`src/sv/multitone_demodulating_controller_core_macros.svh`:
```
// Assertion macros used by the core, which checks itself.
`ifndef MULTITONE_DEMODULATING_CONTROLLER_CORE_MACROS_SVH
`define MULTITONE_DEMODULATING_CONTROLLER_CORE_MACROS_SVH

// Checks that an antecedent implies a consequent in the same cycle.
`define MDC_ASSERT_SAME(label, clk, rst_n, ante, cons, msg) \
    label: assert property (@(posedge clk) disable iff (!rst_n) (ante) |-> (cons)) \
        else $error(msg);

// Checks that an antecedent implies a consequent in the next cycle.
`define MDC_ASSERT_NEXT(label, clk, rst_n, ante, cons, msg) \
    label: assert property (@(posedge clk) disable iff (!rst_n) (ante) |=> (cons)) \
        else $error(msg);

`endif

```
`src/sv/mdc_pkg.sv`:
```
package mdc_pkg;

    localparam int CHANNELS        = 6;
    localparam int COEF_WORDS      = 64;
    localparam int SINE_TABLE_BITS = 10;
    localparam int CH_BITS         = (CHANNELS > 1) ? $clog2(CHANNELS) : 1;
    localparam int CIDX_BITS       = $clog2(COEF_WORDS);
    localparam int ST_ENTRIES      = 1 << (SINE_TABLE_BITS - 2);

    localparam logic [CIDX_BITS-1:0] PRE_BASE = CIDX_BITS'(48);

    localparam logic CMD_SAMPLE = 1'b0;
    localparam logic CMD_LOAD   = 1'b1;

    typedef struct packed {
        logic                 cmd;
        logic signed [15:0]   measured_sample;
        logic signed [15:0]   desired_sample;
        logic [5:0]           coef_index;
        logic [31:0]          coef_value;
    } in_item_t;

    typedef struct packed {
        logic signed [15:0] drive;
        logic               saturated;
    } out_item_t;

    // Multiplier operand selects.
    typedef enum logic [3:0] {
        MA_NONE,
        MA_PRE_B0, MA_PRE_B1, MA_PRE_A1,
        MA_ES, MA_EC,
        MA_SB0, MA_SB1, MA_SA1,
        MA_CB0, MA_CB1, MA_CA1,
        MA_RS, MA_RC, MA_GAIN, MA_OPEN
    } mop_t;

    typedef enum logic [3:0] {
        ST_IDLE, ST_LOAD, ST_PRE_RD, ST_PRE, ST_CH_RD, ST_CH, ST_PHASE, ST_OUT
    } state_t;

    typedef struct packed {
        mop_t                 mop;
        logic [CIDX_BITS-1:0] raddr;
        logic                 coef_we;
        logic                 clr_acc;
        logic                 start_pre;
        logic                 phase_we;
        logic                 out_load;
        logic [CH_BITS-1:0]   ch;
    } cmd_t;

    typedef struct packed {
        logic out_full;
    } status_t;

    function automatic logic signed [31:0] sat32(input logic signed [63:0] v);
        if (v > 64'sd2147483647)       return 32'sh7fffffff;
        else if (v < -64'sd2147483648) return 32'sh80000000;
        else                           return v[31:0];
    endfunction

    // Quarter-wave sine polynomial, z in Q16, result Q1.15.
    function automatic logic [15:0] quarter_sine(input logic [16:0] z);
        logic [33:0] zz;
        logic [33:0] z2;
        logic [50:0] t;
        logic [50:0] u;
        logic [50:0] w;
        zz = 34'(z) * 34'(z);
        z2 = zz >> 16;
        t  = (51'(4640) * 51'(z2)) >> 16;
        u  = ((51'(42048) - t) * 51'(z2)) >> 16;
        w  = (((51'(102944) - u) * 51'(z)) >> 16) >> 1;
        if (w > 51'd32767) return 16'd32767;
        else               return w[15:0];
    endfunction

    function automatic logic [15:0] sine_entry(input logic [SINE_TABLE_BITS-1:0] i);
        logic [16:0] f;
        f = 17'(i) << (16 - (SINE_TABLE_BITS - 2));
        return quarter_sine(f);
    endfunction

endpackage

```
`src/sv/mdc_ctrl.sv`:
```
module mdc_ctrl (
    input  logic             clk,
    input  logic             rst_n,
    input  logic             in_valid,
    output logic             in_ready,
    input  logic             in_cmd,
    input  logic             feedback_on,
    output mdc_pkg::cmd_t    cmd,
    input  mdc_pkg::status_t status
);
    import mdc_pkg::*;

    state_t             state_reg, state_next;
    logic [3:0]         step_reg, step_next;
    logic [CH_BITS-1:0] ch_reg, ch_next;

    always_ff @(posedge clk or negedge rst_n)
    begin
        if (!rst_n)
        begin
            state_reg <= ST_IDLE;
            step_reg  <= '0;
            ch_reg    <= '0;
        end
        else
        begin
            state_reg <= state_next;
            step_reg  <= step_next;
            ch_reg    <= ch_next;
        end
    end

    assign in_ready = (state_reg == ST_IDLE);

    // Next state.
    always_comb
    begin
        state_next = state_reg;
        step_next  = step_reg;
        ch_next    = ch_reg;
        unique case (state_reg)
            ST_IDLE:
            begin
                step_next = '0;
                ch_next   = '0;
                if (in_valid)
                    state_next = (in_cmd == CMD_LOAD) ? ST_LOAD : ST_PRE_RD;
            end
            ST_LOAD:  state_next = ST_IDLE;
            ST_PRE_RD:
            begin
                state_next = ST_PRE;
                step_next  = '0;
            end
            ST_PRE:
            begin
                step_next = step_reg + 4'd1;
                if (step_reg == 4'd3)
                begin
                    step_next  = '0;
                    state_next = feedback_on ? ST_CH_RD : ST_PHASE;
                end
            end
            ST_CH_RD: state_next = ST_CH;
            ST_CH:
            begin
                step_next = step_reg + 4'd1;
                if (step_reg == 4'd11)
                begin
                    step_next = '0;
                    if (ch_reg == CH_BITS'(CHANNELS - 1))
                    begin
                        ch_next    = '0;
                        state_next = ST_PHASE;
                    end
                    else
                    begin
                        ch_next    = ch_reg + 1'b1;
                        state_next = ST_CH_RD;
                    end
                end
            end
            ST_PHASE:
            begin
                step_next = step_reg + 4'd1;
                if (step_reg[0])
                begin
                    step_next = '0;
                    if (ch_reg == CH_BITS'(CHANNELS - 1))
                        state_next = ST_OUT;
                    else
                        ch_next = ch_reg + 1'b1;
                end
            end
            ST_OUT:
                if (!status.out_full)
                    state_next = ST_IDLE;
            default:  state_next = ST_IDLE;
        endcase
    end

    // Outputs.
    always_comb
    begin
        logic [CIDX_BITS-1:0] base;
        base      = CIDX_BITS'({ch_reg, 3'b000});
        cmd       = '0;
        cmd.mop   = MA_NONE;
        cmd.ch    = ch_reg;
        cmd.raddr = base;
        unique case (state_reg)
            ST_IDLE:
            begin
                // Both the store write and the sample capture happen at acceptance.
                cmd.start_pre = in_valid && (in_cmd == CMD_SAMPLE);
                cmd.coef_we   = in_valid && (in_cmd == CMD_LOAD);
            end
            ST_LOAD:  cmd.mop = MA_NONE;
            ST_PRE_RD:
            begin
                cmd.raddr   = PRE_BASE;
                cmd.clr_acc = 1'b1;
            end
            ST_PRE:
            begin
                // Coefficient for the next product is fetched in the cycle before it is used.
                cmd.raddr = PRE_BASE + CIDX_BITS'(step_reg) + CIDX_BITS'(1);
                if (step_reg == 4'd2) cmd.raddr = CIDX_BITS'(1);
                unique case (step_reg)
                    4'd0:    cmd.mop = MA_PRE_B0;
                    4'd1:    cmd.mop = MA_PRE_B1;
                    4'd2:    cmd.mop = MA_PRE_A1;
                    default: cmd.mop = feedback_on ? MA_NONE : MA_OPEN;
                endcase
            end
            ST_CH_RD: cmd.raddr = base + CIDX_BITS'(2);
            ST_CH:
            begin
                unique case (step_reg)
                    4'd0:    begin cmd.mop = MA_ES;  cmd.raddr = base + CIDX_BITS'(2); end
                    4'd1:    begin cmd.mop = MA_EC;  cmd.raddr = base + CIDX_BITS'(2); end
                    4'd2:    begin cmd.mop = MA_SB0; cmd.raddr = base + CIDX_BITS'(3); end
                    4'd3:    begin cmd.mop = MA_SB1; cmd.raddr = base + CIDX_BITS'(4); end
                    4'd4:    begin cmd.mop = MA_SA1; cmd.raddr = base + CIDX_BITS'(2); end
                    4'd5:    begin cmd.mop = MA_CB0; cmd.raddr = base + CIDX_BITS'(3); end
                    4'd6:    begin cmd.mop = MA_CB1; cmd.raddr = base + CIDX_BITS'(4); end
                    4'd7:    begin cmd.mop = MA_CA1; cmd.raddr = base + CIDX_BITS'(1); end
                    4'd8:    begin cmd.mop = MA_RS;  cmd.raddr = base + CIDX_BITS'(1); end
                    4'd9:    begin cmd.mop = MA_RC;  cmd.raddr = base + CIDX_BITS'(1); end
                    4'd10:   begin cmd.mop = MA_NONE; cmd.raddr = base + CIDX_BITS'(1); end
                    default: begin cmd.mop = MA_GAIN; cmd.raddr = base; end
                endcase
            end
            ST_PHASE:
            begin
                cmd.raddr    = base;
                cmd.phase_we = step_reg[0];
            end
            ST_OUT:   cmd.out_load = !status.out_full;
            default:  cmd.mop = MA_NONE;
        endcase
    end
endmodule

```
`config.mk`:
```
export PLATFORM = sky130hd
export DESIGN_NAME = mdc_ctrl
export DESIGN_NICKNAME = d
export VERILOG_FILES = /design/src/sv/multitone_demodulating_controller_core_macros.svh /design/src/sv/mdc_pkg.sv /design/src/sv/mdc_ctrl.sv
export SDC_FILE = /design/constraint.sdc
export NUM_CORES = 1
export LEC_CHECK = 0
export ABC_AREA = 1
export BUFFER_PORTS_ARGS = -buffer_cell sky130_fd_sc_hd__buf_2
export CORE_AREA = 2 2 52 54
export DETAILED_ROUTE_END_ITERATION = 8
export DIE_AREA = 0 0 54 56
export PLACE_DENSITY_LB_ADDON = 0.1
export SETUP_SLACK_MARGIN = 0.3
export SYNTH_ARGS = -nofsm -noshare
export SYNTH_HDL_FRONTEND = slang
export SYNTH_SLANG_ARGS = --single-unit
```
`constraint.sdc`:
```
create_clock -name clk -period 1.9 [get_ports clk]
set_input_delay 0.38 -clock clk [delete_from_list [all_inputs] [get_ports clk]]
set_output_delay 0.38 -clock clk [all_outputs]
set_load 0.1 [all_outputs]
```
==> results_dict.tcl, run 1 <==
set metrics [dict create \
    outcome "stopped before the end" \
    stop_stage "global routing" \
    error "[ERROR DPL-0033] detailed placement checks failed during check placement." \
    cts-root-buf "clkbuf_4" \
    dpl.hpwl_um 2970 \
    post-synth-top-count-cell "nand2_1" \
    syn_area_per_cell_um2 6.13 \
    die_w_um 54 \
    synthArstFlopShare_pct 100 \
    yosys_warnings 0 \
    placementRows 18 \
    synth_top_cells_by_area "dfrtp_1, nand2_1, nand3_1" \
    postGrtWorstEndpoint "cmd[15]" \
    worst_path_end_type "output port" \
    io_buffers 24 \
    io_pins 25 \
    synth.net_count 197 \
    ys_ff_latch 10 \
    synth_cell_types 32 \
    synth-edff-count 0 \
    netlist_top_cells_count "nand2_1, nand3_1, inv_1, nor2_1, o21ai_0" \
    synth_top_cell_by_area "dfrtp_1" \
    routabilityCongestion 0.917 \
    synth_flop_cell "dfrtp_1" \
    grt_max_degree 11 \
    cts.sinks 10 \
    die_h_um 56 \
    syn-cell-area_mm2 0.00113 \
    cts_buffers 3 \
    htree_levels 1 \
    syn-instance-count 185 \
    antenna_found_initial 0 \
    initial_core_util_pct 46.7 \
    yosysSeqAreaShare_pct 22.1 \
    place_ws_ns -0.332 \
    clockBufferDepth 2 \
    synth_top_area_share_pct 22.1 \
    dpl.cell_count 269 \
]
-- per-stage QoR --
stage / setup TNS [ns] / util, % / cell area [um2]
after detailed placement: -1.50 / 79.0 / 1920
after floorplan: -3.05 / - / 1320
after global placement: -1.14 / 79.0 / 1920
after CTS: -3.23 / 89.1 / 2170
-- cells by family after synthesis --
logic type / Yosys count / synth area share [%]
simple gates: 116 / 47.6
xor+xnor: 1 / 0.772
buf+inv: 24 / 8.71
compound gates: 28 / 14.2
fa+ha+maj: 6 / 6.62
flops: 10 / 22.1
-- what timing repair did --
action,in CTS
endpoints found under the setup margin,21
hold buffers,1
gates resized for setup,47
hold endpoints to repair,10
pin swaps,12
buffers inserted,4
==> run 2: changes to the inputs <==
--- a/config.mk
+++ b/config.mk
@@ -7,11 +7,10 @@
 export LEC_CHECK = 0
 export ABC_AREA = 1
 export BUFFER_PORTS_ARGS = -buffer_cell sky130_fd_sc_hd__buf_2
-export CORE_AREA = 2 2 52 54
+export CORE_AREA = 2 2 63 65
 export DETAILED_ROUTE_END_ITERATION = 8
-export DIE_AREA = 0 0 54 56
-export PLACE_DENSITY_LB_ADDON = 0.1
-export SETUP_SLACK_MARGIN = 0.3
+export DIE_AREA = 0 0 65 67
+export PLACE_DENSITY_LB_ADDON = 0.15
 export SYNTH_ARGS = -nofsm -noshare
 export SYNTH_HDL_FRONTEND = slang
 export SYNTH_SLANG_ARGS = --single-unit
==> constraint.sdc (replaced) <==
create_clock -name clk -period 2.5 [get_ports clk]
set_input_delay 0.5 -clock clk [delete_from_list [all_inputs] [get_ports clk]]
set_output_delay 0.5 -clock clk [all_outputs]
set_load 0.1 [all_outputs]
==> run 2 against run 1 <==
Compared with the run above: the flow now finishes without violations; area after synthesis stayed put; synthesized cell count stayed put.
==> results_dict.tcl, run 2 <==
set metrics [dict create \
    mostFrequentLayoutCell "nand2_1" \
    syn-instance-count 185 \
    endpoint_kind "output port" \
    wire_per_inst_um 12.3 \
    dieArea_mm2 0.00436 \
    r2r-end "ch_reg[2]" \
    slew_headroom_pct 67.8 \
    maxCapViolCount 0 \
    skew_ns 0.000484 \
    synth_flop_cell "dfrtp_1" \
    grt_pass1_vias 1116 \
    yosysSeqAreaShare_pct 22.1 \
    htree_levels 1 \
    min_period_ns 2.45 \
    syn_area_per_cell_um2 6.13 \
    outcome "finished, final reports clean" \
    io_buffers 24 \
    min_path_type "input pin to async pin" \
    antenna_found_initial 0 \
    initial_core_util_pct 31.5 \
    crit_path_cell_trace "buf_4 -> ha_4 -> nor2_2 -> inv_1 -> nand2_2 -> nand2_2 -> o21ai_1 -> o211ai_1 -> clkbuf_16" \
    drt-initial-drc-count 47 \
    via_per_inst 4.82 \
    clockBufferDepth 2 \
    yosys_warnings 0 \
    cts-root-buf "clkbuf_8" \
    rsz0062_at_grt "yes" \
    dpl.hpwl_um 2550 \
    fin_tns_setup_ns 0 \
    cp_slowest_cell "dfrtp_2" \
    grt_first_pass_wirelength_um 5290 \
    path_buf_inv 3 \
    vias 1272 \
    synth.net_count 197 \
    slew_violations 0 \
    clk_pin_slew_ns 0.05 \
    layout_common_cells "nand2_1, nand3_1, buf_2" \
    wirelength_um 3250 \
    path_max_fanout 6 \
    r2r_cells 8 \
    period_share_pct 98.1 \
    cp.arrival_ns 1.95 \
    layout.nets 229 \
    hold_viol 0 \
    die_w_um 65 \
    crit_required_ns 2.00 \
    io_pins 25 \
    cts_tree "done" \
    synth_top_area_share_pct 22.1 \
    fin_hold_ws_ns 0.131 \
    max_freq_ghz 0.408 \
    postRouteAntennaNets 0 \
    placed_area_mm2 0.00149 \
    place_ws_ns 0.105 \
    drt_first_pass_iters 4 \
    overflow 0 \
    path_class "register to output port" \
    finalWorstSetupSlack_ns 0.0483 \
    synth_top_cell_by_area "dfrtp_1" \
    path_delay_family "buffers and inverters" \
    core_area_mm2 0.00361 \
    synthArstFlopShare_pct 100 \
    netlist_top_cells_count "nand2_1, nand3_1, inv_1, nor2_1, o21ai_0" \
    placementRows 22 \
    final_layout_size_suffix_gt1_share_pct 36.6 \
    cts.sinks 10 \
    track_usage_pct 15.8 \
    design_area_mm2 0.00160 \
    finalSetupViolations 0 \
    path_common_cell "nand2_2" \
    slowest_delay_ns 0.42 \
    post-synth-top-count-cell "nand2_1" \
    syn2layout_area_growth_pct 41.0 \
    die_h_um 67 \
    synth-edff-count 0 \
    antenna_cells 0 \
    syn-cell-area_mm2 0.00113 \
    largest_reg_flops 4 \
    clk_latency_ns 0.23 \
    route.detailed.drc 0 \
    ys_ff_latch 10 \
    start_kind "register" \
    startpoint "step_reg[1]" \
    synth_top_cells_by_area "dfrtp_1, nand2_1, nand3_1" \
    worstMarginPinSlew_ns 0.487 \
    cts_buffers 3 \
    routabilityCongestion 0.894 \
    timing.rr.start "state_reg[2]" \
    grt_max_degree 13 \
    synth_cell_types 32 \
    r2r_setup_slack_ns 0.86 \
]
-- run 2: cell counts after synthesis --
Identical to the previous run, type by type.
-- run 2: routing by layer --
metal / routed length, um / vias to the layer above / share of wire (%) / track usage (%)
li1: - / 675 / - / -
met4: 23 / 0 / 0.71 / 5.32
met1: 1530 / 566 / 47 / 20.5
met5: 0 / - / 0 / 0
met2: 1570 / 29 / 48 / 27.1
met3: 131 / 2 / 4.0 / 2.03
-- run 2: kinds of logic after synthesis --
| family | Yosys count | share of synthesized area [%] |
|---|---|---|
| XOR/XNOR | 1 | 0.772 |
| AND/OR/NAND/NOR | 116 | 47.6 |
| flip-flops | 10 | 22.1 |
| buffers and inverters | 24 | 8.71 |
| AO/OA/AOI/OAI | 28 | 14.2 |
| adder cells (fa/ha/maj) | 6 | 6.62 |
-- run 2: how the worst max path moves through the flow --
| stage | slack (ns) | depth (start not counted) | endpoint |
|---|---|---|---|
| after CTS | 0.007 | 10 | cmd[17] |
| final | 0.05 | 9 | cmd[9] |
| after global placement | 0.14 | 9 | cmd[14] |
| after detailed placement | 0.11 | 9 | cmd[14] |
| after floorplan | -0.54 | 5 | cmd[5] |
| after global routing | -0.04 | 9 | cmd[9] |
-- run 2: layout make-up --
cell class,count,area [um2]
Timing Repair Buffer,30,278
Inverter,21,78.8
Clock buffer,4,55.1
Multi-Input combinational cell,151,873
Sequential cell,10,255
Fill cell,379,2010
Tap cell,48,60.1
-- run 2: timing repair --
action	4_1_cts	5_1_grt
setup buffers	0	2
pin swaps	0	1
gates resized for setup	5	12
endpoints found under the setup margin	4	6
hold buffers	0	0
-- run 2: worst reg2reg max path: stages, from the launching register on --
cell	delay [ns]
dfrtp_2	0.53
nand3_1	0.28
inv_2	0.19
buf_4	0.16
nand2_2	0.09
nand2_2	0.11
nor2_2	0.06
nand2_1	0.06
nand2_1	0.05
-- run 2: metrics by stage --
stage,util [%],std cells
after floorplan,-,185
after global placement,41.4,258
after detailed placement,41.4,258
after CTS,43.1,262
after global routing,44.4,264
final,44.4,264
Power of run 2 is left out: the tool's default activity adds up to more than one toggle a clock period on the data nets, which glitch-free logic cannot reach.
